[src/design/u16u8_pkg.sv]
// shared types, constants and utf-8 byte functions for the utf-16 to utf-8 transcoder
// no dependencies
package u16u8_pkg;

    localparam int CpW        = 21;
    localparam int QueueDepth = 4;
    localparam int QueuePtrW  = $clog2(QueueDepth);
    localparam int QueueCntW  = $clog2(QueueDepth + 1);

    localparam logic [15:0] HighFirst = 16'hd800;
    localparam logic [15:0] HighLast  = 16'hdbff;
    localparam logic [15:0] LowFirst  = 16'hdc00;
    localparam logic [15:0] LowLast   = 16'hdfff;

    localparam logic [CpW-1:0] SuppBase    = 21'h010000;
    localparam logic [CpW-1:0] Replacement = 21'h00fffd;
    localparam logic [5:0]     SurrPrefix  = 6'b110110;

    // one queued job: up to two code points, plus end-of-stream
    typedef struct packed {
        logic           cp0_v;
        logic [CpW-1:0] cp0;
        logic           cp1_v;
        logic [CpW-1:0] cp1;
        logic           last;
    } t_job;

    // number of utf-8 bytes minus one
    function automatic logic [1:0] utf8_len_m1(input logic [CpW-1:0] cp);
        logic [1:0] n;
        if (cp <= 21'h00007f) begin
            n = 2'd0;
        end else if (cp <= 21'h0007ff) begin
            n = 2'd1;
        end else if (cp <= 21'h00ffff) begin
            n = 2'd2;
        end else begin
            n = 2'd3;
        end
        return n;
    endfunction

    function automatic logic [7:0] utf8_byte(input logic [CpW-1:0] cp, input logic [1:0] idx);
        logic [7:0] b;
        unique case (utf8_len_m1(cp))
            2'd0: begin
                b = cp[7:0];
            end
            2'd1: begin
                b = (idx == 2'd0) ? {3'b110, cp[10:6]} : {2'b10, cp[5:0]};
            end
            2'd2: begin
                unique case (idx)
                    2'd0:    b = {4'b1110, cp[15:12]};
                    2'd1:    b = {2'b10, cp[11:6]};
                    default: b = {2'b10, cp[5:0]};
                endcase
            end
            default: begin
                unique case (idx)
                    2'd0:    b = {5'b11110, cp[20:18]};
                    2'd1:    b = {2'b10, cp[17:12]};
                    2'd2:    b = {2'b10, cp[11:6]};
                    default: b = {2'b10, cp[5:0]};
                endcase
            end
        endcase
        return b;
    endfunction

endpackage

[src/design/u16u8_front.sv]
// front end: pairs bytes into code units, resolves surrogates, builds jobs
// depends on u16u8_pkg
module u16u8_front import u16u8_pkg::*; (
    input  logic i_clk,
    input  logic i_rst_n,
    input  logic i_lsb_first,
    input  logic i_valid,
    input  logic [7:0] i_data,
    input  logic i_last,
    input  logic i_full,
    output logic o_ready,
    output logic o_push,
    output t_job o_job
);

    logic [7:0] r_held_byte;
    logic       r_byte_pending;
    logic [9:0] r_hs_bits;
    logic       r_sur_pending;

    logic [15:0]    w_unit;
    logic           w_is_high;
    logic           w_is_low;
    logic           w_accept;
    logic           w_c1v, w_c2v, w_c3v;
    logic [CpW-1:0] w_c2, w_c3;
    logic           w_sur_after;
    logic [9:0]     w_hs_after;

    assign o_ready  = !i_full;
    assign w_accept = i_valid && o_ready;

    assign w_unit    = i_lsb_first ? {i_data, r_held_byte} : {r_held_byte, i_data};
    assign w_is_high = (w_unit >= HighFirst) && (w_unit <= HighLast);
    assign w_is_low  = (w_unit >= LowFirst) && (w_unit <= LowLast);

    // broken pair replacement, then the unit itself, then raw high surrogate at end
    assign w_c1v = r_byte_pending && r_sur_pending && !w_is_low;
    assign w_c2v = r_byte_pending && !w_is_high;

    always_comb begin
        if (r_sur_pending && w_is_low) begin
            w_c2 = SuppBase + {1'b0, r_hs_bits, w_unit[9:0]};
        end else if (w_is_low) begin
            w_c2 = Replacement;
        end else begin
            w_c2 = {5'd0, w_unit};
        end
    end

    assign w_sur_after = r_byte_pending ? w_is_high : r_sur_pending;
    assign w_hs_after  = (r_byte_pending && w_is_high) ? w_unit[9:0] : r_hs_bits;
    assign w_c3v       = i_last && w_sur_after;
    assign w_c3        = {5'd0, SurrPrefix, w_hs_after};

    always_comb begin
        o_job.last = i_last;
        if (w_c1v) begin
            o_job.cp0_v = 1'b1;
            o_job.cp0   = Replacement;
            o_job.cp1_v = w_c2v || w_c3v;
            o_job.cp1   = w_c2v ? w_c2 : w_c3;
        end else begin
            o_job.cp0_v = w_c2v || w_c3v;
            o_job.cp0   = w_c2v ? w_c2 : w_c3;
            o_job.cp1_v = w_c2v && w_c3v;
            o_job.cp1   = w_c3;
        end
    end

    assign o_push = w_accept && (w_c1v || w_c2v || w_c3v || i_last);

    always_ff @(posedge i_clk) begin
        if (!i_rst_n) begin
            r_held_byte    <= '0;
            r_byte_pending <= 1'b0;
            r_hs_bits      <= '0;
            r_sur_pending  <= 1'b0;
        end else if (w_accept) begin
            if (i_last) begin
                r_held_byte    <= '0;
                r_byte_pending <= 1'b0;
                r_hs_bits      <= '0;
                r_sur_pending  <= 1'b0;
            end else if (r_byte_pending) begin
                r_byte_pending <= 1'b0;
                r_sur_pending  <= w_is_high;
                r_hs_bits      <= w_hs_after;
            end else begin
                r_held_byte    <= i_data;
                r_byte_pending <= 1'b1;
            end
        end
    end

endmodule

[src/design/u16u8_queue.sv]
// short job queue between front end and byte emitter
// depends on u16u8_pkg
module u16u8_queue import u16u8_pkg::*; (
    input  logic i_clk,
    input  logic i_rst_n,
    input  logic i_push,
    input  t_job i_job,
    input  logic i_pop,
    output t_job o_job,
    output logic o_full,
    output logic o_empty
);

    t_job                 r_mem [QueueDepth];
    logic [QueuePtrW-1:0] r_wr_ptr;
    logic [QueuePtrW-1:0] r_rd_ptr;
    logic [QueueCntW-1:0] r_count;

    logic w_push, w_pop;

    assign o_full  = (r_count == QueueCntW'(QueueDepth));
    assign o_empty = (r_count == '0);
    assign o_job   = r_mem[r_rd_ptr];
    assign w_push  = i_push && !o_full;
    assign w_pop   = i_pop && !o_empty;

    always_ff @(posedge i_clk) begin
        if (w_push) begin
            r_mem[r_wr_ptr] <= i_job;
        end
    end

    always_ff @(posedge i_clk) begin
        if (!i_rst_n) begin
            r_wr_ptr <= '0;
            r_rd_ptr <= '0;
            r_count  <= '0;
        end else begin
            if (w_push) begin
                r_wr_ptr <= r_wr_ptr + 1'b1;
            end
            if (w_pop) begin
                r_rd_ptr <= r_rd_ptr + 1'b1;
            end
            if (w_push && !w_pop) begin
                r_count <= r_count + 1'b1;
            end else if (w_pop && !w_push) begin
                r_count <= r_count - 1'b1;
            end
        end
    end

endmodule

[src/design/u16u8_back.sv]
// back end: walks a job's code points and sends one utf-8 byte per transfer
// depends on u16u8_pkg
module u16u8_back import u16u8_pkg::*; (
    input  logic       i_clk,
    input  logic       i_rst_n,
    input  t_job       i_job,
    input  logic       i_empty,
    output logic       o_pop,
    output logic       o_m_tvalid,
    input  logic       i_m_tready,
    output logic [7:0] o_m_tdata,
    output logic       o_m_tlast,
    output logic [1:0] o_m_tuser
);

    typedef enum logic {
        ST_IDLE,
        ST_EMIT
    } t_state;

    t_state     r_state;
    t_job       r_job;
    logic       r_sel;
    logic [1:0] r_idx;
    logic       r_out_valid;
    logic [7:0] r_out_byte;
    logic       r_out_bvalid;
    logic       r_out_run_last;
    logic       r_out_done;

    logic [CpW-1:0] w_cp;
    logic           w_empty_mark;
    logic           w_cp_end;
    logic           w_run_end;
    logic           w_advance;
    logic           w_emit;
    logic           w_load;

    assign w_cp         = r_sel ? r_job.cp1 : r_job.cp0;
    assign w_empty_mark = !r_job.cp0_v;
    assign w_cp_end     = (r_idx == utf8_len_m1(w_cp));
    assign w_run_end    = w_empty_mark || (w_cp_end && (r_sel || !r_job.cp1_v));

    assign w_advance = !r_out_valid || i_m_tready;
    assign w_emit    = (r_state == ST_EMIT) && w_advance;
    assign w_load    = ((r_state == ST_IDLE) || (w_emit && w_run_end)) && !i_empty;
    assign o_pop     = w_load;

    always_ff @(posedge i_clk) begin
        if (!i_rst_n) begin
            r_state     <= ST_IDLE;
            r_sel       <= 1'b0;
            r_idx       <= '0;
            r_out_valid <= 1'b0;
        end else begin
            if (w_advance) begin
                r_out_valid <= w_emit;
            end
            if (w_emit) begin
                r_out_byte     <= w_empty_mark ? 8'd0 : utf8_byte(w_cp, r_idx);
                r_out_bvalid   <= !w_empty_mark;
                r_out_run_last <= w_run_end;
                r_out_done     <= w_run_end && r_job.last;
            end
            if (w_load) begin
                r_state <= ST_EMIT;
                r_job   <= i_job;
                r_sel   <= 1'b0;
                r_idx   <= '0;
            end else if (w_emit) begin
                if (w_run_end) begin
                    r_state <= ST_IDLE;
                end else if (w_cp_end) begin
                    r_sel <= 1'b1;
                    r_idx <= '0;
                end else begin
                    r_idx <= r_idx + 1'b1;
                end
            end
        end
    end

    assign o_m_tvalid = r_out_valid;
    assign o_m_tdata  = r_out_byte;
    assign o_m_tlast  = r_out_run_last;
    assign o_m_tuser  = {r_out_done, r_out_bvalid};

endmodule

[src/design/utf16_to_utf8_transcoder.sv]
// top level of the utf-16 to utf-8 transcoder: byte order register, front end, job queue,
// byte emitter and checks
// depends on u16u8_pkg, u16u8_front, u16u8_queue, u16u8_back
//
// Takes a utf-16 byte stream one byte per input transfer and sends utf-8 one byte per
// output transfer. Two bytes form a code unit, low byte first when the byte order
// register is 1 (its reset value); the register is sampled when the second byte of a unit
// arrives, so write it between streams. A high and low surrogate pair becomes one
// supplementary code point; a lone low surrogate, or a high surrogate not followed by a
// low one, becomes U+FFFD, and the unit after a broken pair is handled normally. When the
// stream ends with a high surrogate waiting, it goes out raw as three bytes; an odd
// trailing byte is dropped. tlast marks the last output byte caused by one input byte;
// tuser bit 1 marks the final output of the stream, and an input marked last that yields
// no byte gives one empty transfer with tuser bit 0 (byte valid) low and tdata zero. The
// front end accepts one input byte per cycle while its four-entry job queue has room;
// the emitter sends one output byte per cycle while the receiver is ready, and one input
// byte causes zero to six utf-8 bytes. The path from the second byte of a unit to its
// first output byte runs through the job queue, the emitter's job register and its output
// register. The front end's pairing and surrogate state returns to reset values after
// the stream's last byte.
module utf16_to_utf8_transcoder import u16u8_pkg::*; (
    input  logic       i_clk,
    input  logic       i_rst_n,
    // configuration
    input  logic       i_cfg_wr_en,
    input  logic       i_cfg_wr_data,     // lsb_first
    // utf-16 byte input
    input  logic       i_s_tvalid,
    output logic       o_s_tready,
    input  logic [7:0] i_s_tdata,         // [7:0] data_byte
    input  logic       i_s_tlast,         // stream_last
    // utf-8 byte output
    output logic       o_m_tvalid,
    input  logic       i_m_tready,
    output logic [7:0] o_m_tdata,         // [7:0] utf8_byte
    output logic       o_m_tlast,         // run_last
    output logic [1:0] o_m_tuser          // [0] byte_valid, [1] stream_done
);

    logic r_lsb_first;

    t_job w_front_job;
    t_job w_queue_job;
    logic w_push;
    logic w_pop;
    logic w_full;
    logic w_empty;

    // byte order register; the user must write it only between streams, the block does not enforce it
    always_ff @(posedge i_clk) begin
        if (!i_rst_n) begin
            r_lsb_first <= 1'b1;
        end else if (i_cfg_wr_en) begin
            r_lsb_first <= i_cfg_wr_data;
        end
    end

    // pairs bytes and turns each input byte into at most one job
    u16u8_front u_front (
        .i_clk       (i_clk),
        .i_rst_n     (i_rst_n),
        .i_lsb_first (r_lsb_first),
        .i_valid     (i_s_tvalid),
        .i_data      (i_s_tdata),
        .i_last      (i_s_tlast),
        .i_full      (w_full),
        .o_ready     (o_s_tready),
        .o_push      (w_push),
        .o_job       (w_front_job)
    );

    // decouples input acceptance from output stalls
    u16u8_queue u_queue (
        .i_clk   (i_clk),
        .i_rst_n (i_rst_n),
        .i_push  (w_push),
        .i_job   (w_front_job),
        .i_pop   (w_pop),
        .o_job   (w_queue_job),
        .o_full  (w_full),
        .o_empty (w_empty)
    );

    // one utf-8 byte per output transfer, registered output
    u16u8_back u_back (
        .i_clk      (i_clk),
        .i_rst_n    (i_rst_n),
        .i_job      (w_queue_job),
        .i_empty    (w_empty),
        .o_pop      (w_pop),
        .o_m_tvalid (o_m_tvalid),
        .i_m_tready (i_m_tready),
        .o_m_tdata  (o_m_tdata),
        .o_m_tlast  (o_m_tlast),
        .o_m_tuser  (o_m_tuser)
    );

`ifndef NO_ASSERTIONS
    // a job is never offered to a full queue
    a_no_overflow: assert property (@(posedge i_clk) disable iff (!i_rst_n)
        !(w_push && w_full))
        else $error("job pushed into full queue");

    // the queue is never popped while empty
    a_no_underflow: assert property (@(posedge i_clk) disable iff (!i_rst_n)
        !(w_pop && w_empty))
        else $error("job popped from empty queue");

    // end of stream always closes a run
    a_done_closes_run: assert property (@(posedge i_clk) disable iff (!i_rst_n)
        (o_m_tvalid && o_m_tuser[1]) |-> o_m_tlast)
        else $error("stream end without run end");

    // an empty marker only appears as the stream's final transfer with zero data
    a_empty_marker: assert property (@(posedge i_clk) disable iff (!i_rst_n)
        (o_m_tvalid && !o_m_tuser[0]) |-> (o_m_tlast && o_m_tuser[1] && (o_m_tdata == 8'd0)))
        else $error("empty marker outside stream end");
`endif

endmodule

[config.mk]
export PLATFORM = sky130hd
export DESIGN_NAME = utf16_to_utf8_transcoder
export DESIGN_NICKNAME = d
export VERILOG_FILES = /design/src/design/u16u8_pkg.sv /design/src/design/u16u8_front.sv /design/src/design/u16u8_queue.sv /design/src/design/u16u8_back.sv /design/src/design/utf16_to_utf8_transcoder.sv
export SDC_FILE = /design/constraint.sdc
export NUM_CORES = 1
export LEC_CHECK = 0
export BUFFER_PORTS_ARGS = -buffer_cell sky130_fd_sc_hd__buf_2
export CORE_MARGIN = 5
export CORE_UTILIZATION = 25
export CTS_CLUSTER_DIAMETER = 100
export CTS_CLUSTER_SIZE = 30
export DETAILED_ROUTE_END_ITERATION = 6
export SLEW_MARGIN = 30
export SYNTH_ARGS = -nofsm -noshare
export SYNTH_HDL_FRONTEND = slang
export SYNTH_SLANG_ARGS = --single-unit
[constraint.sdc]
create_clock -name i_clk -period 10.65 [get_ports i_clk]
set_clock_uncertainty 0.2 [all_clocks]
set_input_delay 2.13 -clock i_clk [delete_from_list [all_inputs] [get_ports i_clk]]
set_output_delay 2.13 -clock i_clk [all_outputs]
set_load 0.01 [all_outputs]
### Word-level counts from Yosys, hierarchy flattened

Memories as Yosys holds them, arrays and structs flattened. A register that Yosys moved wholly into a read port is not among the register bits.
Cells that the tools add are included.

| operators by class | value |
|---|---|
| add/subtract/negate cells | 6 |
| $lt $le $gt $ge | 7 |
| equal/unequal tests | 7 |
| multiplexer cells | 32 |
| bitwise gates (word level) | 3 |
| reduce and logical (&&, ||, !) cells | 52 |

Operator list:

| cell | count |
|---|---|
| 2-to-1 mux 21 bit | 3 |
| 2-to-1 mux 44 bit | 1 |
| greater-or-equal comparator 16 bit (second input constant) | 2 |
| <= comparator 16 bit (second input constant) | 2 |
| 2-to-1 mux 16 bit | 2 |
| 2-to-1 mux 10 bit | 3 |
| one-hot mux 8 bit (3 select lines) | 1 |
| adder 17 x 20 -> 21 bit (first input constant) | 1 |
| <= comparator 21 x 11 -> 1 bit (second input constant) | 1 |
| <= comparator 21 x 16 -> 1 bit (second input constant) | 1 |
| <= comparator 21 x 7 -> 1 bit (second input constant) | 1 |
| one-hot mux 7 bit (3 select lines) | 1 |
| logical AND 1 bit | 20 |
| 2-to-1 mux 8 bit | 2 |
| one-hot mux 7 bit (2 select lines) | 1 |
| AND reduction 2 bit | 6 |
| 2-to-1 mux 1 bit | 10 |
| 2-to-1 mux 2 bit | 5 |
| logical NOT 1 bit | 9 |
| logical OR 1 bit | 8 |
| nonzero test 2 bit | 4 |
| 2-to-1 mux 7 bit | 1 |
| adder 2 x 1 -> 2 bit (second input constant) | 3 |
| 2-to-1 mux 3 bit | 2 |
| other kinds (12) | 17 |

| word-level totals | value |
|---|---|
| bits in registers | 44 |
| bits in writable memories | 180 |
| bits of input ports | 15 |
| logic and storage cells | 124 |
| memories | 1 |

Memories:

| memory | depth | width | read ports | clocked after Yosys merged registers in | wr ports | line | text |
|---|---|---|---|---|---|---|---|
| u_queue.r_mem | 4 | 45 | 1 | 1 | 1 | u16u8_queue.sv:14 | `t_job r_mem [QueueDepth];` |

### Longest topological paths before layout

| depth | value |
|---|---|
| depth in word-level cells | 15 |
| mapped depth | 13 |
| depth with buffers taken out | 12 |

### By module

From an unflattened synthesis, not the netlist that was laid out.

| unflattened totals | value |
|---|---|
| cell total of the unflattened synthesis | 703 |
| area total of the unflattened synthesis | 11,549.8 sq um |

By module, submodules not included:

| module | instances | cells each | area each (sq um) | seq. area each (sq um) |
|---|---|---|---|---|
| u16u8_queue | 1 | 283 | 7,018.0 | 5,585.4 |
| u16u8_back | 1 | 214 | 2,902.8 | 1,781.7 |
| u16u8_front | 1 | 203 | 1,595.3 | 400.4 |
| utf16_to_utf8_transcoder | 1 | 3 | 33.8 | 20.0 |

### Least setup slack after synthesis

No wires, ideal clock.

| timing path | value |
|---|---|
| path kind | input to register |
| start point | input i_rst_n |
| end point | register u_back.r_job[0] (netlist bit) (enable) |
| setup time | 0.503 ns |
| arrival time | 5.827 ns |
| required time | 9.947 ns |
| path slack | 4.120 ns |
| stages on the path | 4 |
| path buffers | 2 |
| cell sequence | clkbuf_1 -> inv_1 -> clkbuf_1 -> nor3_1 |

| on the way | value |
|---|---|
| longest elaborated chain between the ends | 1 |

Ends and longest elaborated chain:

| item | line | text |
|---|---|---|
| start: declaration | utf16_to_utf8_transcoder.sv:23 | `input logic i_rst_n,` |
| AND reduction 2 bit (no source line) | -- |  |
| end signal: assignment | u16u8_back.sv:67 | `r_job <= i_job;` |
| end: declaration | u16u8_back.sv:22 | `t_job r_job;` |

Every way passes these cells.
A chain may end at the register's enable or synchronous reset.

### Final worst setup path

| timing path | value |
|---|---|
| start point | input i_s_tdata[5] |
| end point | register u_queue.r_count[2] |

| on the way | value |
|---|---|
| longest elaborated chain between the ends | 13 |
| elaborated cells on any way between the ends | 23 |
| those cells by class | 4 x order compare; 3 x mux; 16 x reduce/logical |

Ends and longest elaborated chain:

| item | line | text |
|---|---|---|
| start: declaration | utf16_to_utf8_transcoder.sv:30 | `input logic [7:0] i_s_tdata,` |
| 2-to-1 mux 16 bit * | u16u8_front.sv:33 | `assign w_unit = i_lsb_first ? {i_data, r_held_byte} : {r_held_byte, i_data};` |
| greater-or-equal comparator 16 bit (tied with other cells) | u16u8_front.sv:35 | `assign w_is_low = (w_unit >= LowFirst) && (w_unit <= LowLast);` |
| logical AND 1 bit, on equally long branches | u16u8_front.sv:35, u16u8_front.sv:34 |  |
| logical NOT 1 bit, on equally long branches | u16u8_front.sv:38, u16u8_front.sv:39 |  |
| logical AND 1 bit, on equally long branches | u16u8_front.sv:38, u16u8_front.sv:39 |  |
| logical OR 1 bit | u16u8_front.sv:71 | `assign o_push = w_accept && (w_c1v \|\| w_c2v \|\| w_c3v \|\| i_last);` |
| logical OR 1 bit * (2 in series) | u16u8_front.sv:71 |  |
| logical AND 1 bit * | u16u8_front.sv:71 |  |
| logical AND 1 bit * | u16u8_queue.sv:24 | `assign w_push = i_push && !o_full;` |
| via u_queue.w_push | u16u8_queue.sv:19 | `logic w_push, w_pop;` |
| logical NOT 1 bit | u16u8_queue.sv:47 | `end else if (w_pop && !w_push) begin` |
| logical AND 1 bit | u16u8_queue.sv:47 |  |
| nonzero test 2 bit (no source line) | -- |  |
| end signal: assignment | u16u8_queue.sv:46 | `r_count <= r_count + 1'b1;` |
| end signal: assignment | u16u8_queue.sv:48 | `r_count <= r_count - 1'b1;` |
| end: declaration | u16u8_queue.sv:17 | `logic [QueueCntW-1:0] r_count;` |

Mark *: on every way through the listed nets, which the timed path passes. The rest lies on a longest branch.

==> flow_summary_export.csv <==
group,metric,value,unit
logic_synthesis,ys_seq_area_frac,0.6918,
routing,totalWireLength,22230,um
routing,wl_met3,780,um
global_routing,grt_max_degree,48,
pwr,power,2.419,mW
pwr,p_per_area,193.2,nW/um^2
layout,diodes,0,
clock_tree,clockBufferDepth,3,
clock_tree,cts_setup_buffers,0,
routing,wl_per_cell,16.78,um
logic_synthesis,synth_edf_count,236,
worst_setup_path,start_kind,"input port",
status,status,"completed",
clock_tree,cts_tree,"done",
worst_setup_path,path_max_fanout,8,
layout,final_util,0.2832,
global_routing,grt_pass1_vias,5602,
floorplanning,die_area,49130,um^2
timing,worst_slew_pin_slew,851.0,ps
floorplanning,num_io_pins,28,
routing,drc,0,
logic_synthesis,synth.area.mux_share,0.1331,
logic_synthesis,synth-compound-area-share,0.06514,
logic_synthesis,synth-warning-count,0,
placed_design,hpwlAfterDp,15240,um
logic_synthesis,yosysUniqueCellTypes,62,
hold_path,min_path_type,"flop to flop",
timing,rsz0062_at_grt,"no",
pwr,leakage,3.963,nW
floorplanning,start_util,0.2532,
layout,nets,757,
timing,fin_crit_sh,0.4191,
logic_synthesis,synth-simple-area-share,0.06603,
logic_synthesis,syn-cell-area,11200,um^2
timing,hold_viol,0,
routing,wl_met2,10070,um
placed_design,routabilityCongestion,0.8464,
routing,dr.pass1.iters,5,
placed_design,port_buffers,27,
logic_synthesis,synth_xor_area_frac,0.006145,
logic_synthesis,syn_avg_cell_area,16.28,um^2
clock_tree,root_buffer,"clkbuf_16",
timing,fmax,224.1,MHz
logic_synthesis,ys_ff_latch,269,
routing,top_layer,"met4",
timing,report.final.slew_viol_count,0,
floorplanning,die_y,221.6,um
floorplanning,die_x,221.6,um
global_routing,antenna_found_initial,1,
logic_synthesis,synthAdderAreaFrac,0.01743,
worst_setup_path,cp.required,10850,ps
worst_setup_path,arrival,4660,ps
clock_tree,cts.sinks,269,
logic_synthesis,synthArstFlopShare,0,
global_routing,grt_overflow,0,
timing,period_minus_slack,4463,ps
timing,fin_tns_setup,0,ps
logic_synthesis,syn_inst,688,
clock_tree,cts_made_buffers,13,
logic_synthesis,synthFlopType,"edfxtp_1",
run,max_cap_viol_count,0,
layout,areaGrowthSynthToFinish,11.82,%
clock_tree,postCtsResizedCells,0,
timing,setup_viol,0,
layout,final_common_cell,"edfxtp_1",
clock_tree,postCtsHoldBufs,0,
pwr,ir_worst_vdd,0.09845,mV
global_routing,track_usage,0.08719,
clock_tree,ctsHtreeMaxLevel,1,
clock_tree,clk_pin_slew_worst_paths,100,ps
floorplanning,design.core.area,44220,um^2
worst_setup_path,end_kind,"flop",
worst_setup_path,critPathKind,"input port to flop",
routing,drt_iter0_markers,462,
routing,vias,5743,
worst_setup_path,reg2reg_slack,6360,ps
floorplanning,rows,77,
timing,hold_slack,313.8,ps
layout,layout-drive-gt1-share,0.1855,
timing,slew_headroom,0.4306,
routing,drt-met1-wl,11040,um
routing,via_per_inst,4.334,
routing,drtAntennaViolNets,0,
layout,final_cell_mix,"edfxtp_1, nand2_1, mux4_2",
clock_tree,clk_latency,480,ps
global_routing,grt_pass1_wl,34250,um
logic_synthesis,synth_top_family_by_area,"multiplexers",
==> layout make-up <==
cell class                      instances  area [um^2]
Timing Repair Buffer                   37        230.2
Sequential cell                       269         7754
Clock inverter                          3        61.31
Multi-Input combinational cell        385         3313
Inverter                               21        78.83
Fill cell                            4398        31700
Clock buffer                           18        344.1
Tap cell                              592        740.7
==> stage by stage <==
step / std cells / instance area [um^2] / setup slack (ps)
global route: 1325 / 12520 / 5999
floorplan: 707 / 11270 / 4120
finish: 1325 / 12520 / 6187
CTS: 1325 / 12520 / 6200
detailed placement: 1304 / 12110 / 5717
global placement: 1303 / 12080 / 5775
==> registers in the layout (all words and copies together), names as in the netlist, 2 cells and up <==
| signal | count |
|---|---|
| u_back.o_m_tdata | 8 |
| u_back.r_job | 45 |
| u_queue.r_count | 3 |
| u_queue.r_rd_ptr | 2 |
| u_queue.r_wr_ptr | 2 |
| u_back.r_idx | 2 |
| u_front.r_held_byte | 8 |
| u_front.r_hs_bits | 10 |
| u_queue.r_mem | 180 |
==> where the power goes <==
| part | switching [mW] | internal (mW) |
|---|---|---|
| logic | 0.279 | 0.207 |
| registers | 0.0658 | 1.29 |
| clock network | 0.317 | 0.262 |
==> cells in the mapped netlist (all sizes together), types with 9 or more instances <==
master,n,area (um^2)
edfxtp,236,7087
nand2,49,183.9
mux4,45,1013
nor2,44,167.7
dfxtp,33,660.6
mux2i,33,330.3
o21ai,32,160.2
inv,21,78.83
clkbuf,20,75.07
a21oi,18,93.84
ha,14,175.2
mux2,13,146.4
buf,12,70.06
a22oi,11,96.34
nand3,11,55.05
a31oi,10,62.56
nor3,9,50.05
==> critical path, cell delays in order <==
cell and delay, ps:
buf_2 120, and4b_1 210, o2111ai_1 360, o21ai_0 200, a21oi_2 360, ha_1 250, inv_1 60, fa_1 370
xor2_1 150, or3_1 300, a21oi_1 140
==> final timing paths <==
path,start,to,depth (start not counted)
max,i_s_tdata[5],u_queue.r_count[2],11
max reg2reg,u_back.r_sel,u_queue.r_count[2],13
min,u_front.r_hs_bits[3],u_front.r_hs_bits[3],2
min reg2reg,u_front.r_hs_bits[3],u_front.r_hs_bits[3],2
==> metal layers <==
layer,vias up,track usage
li1,2741,-
met1,2878,0.1327
met2,101,0.1343
met3,23,0.01324
met4,0,0.01471
met5,-,0
==> logic make-up after synthesis <==
group                      Yosys count
buffers and inverters               53
AOI/OAI and AO/OA                  108
xor gates and xnor gates             7
DFF                                269
other                                1
and+or+nand+nor                    144
muxes                               91
adders and majority gates           15
(Power assumes the default switching activity.)
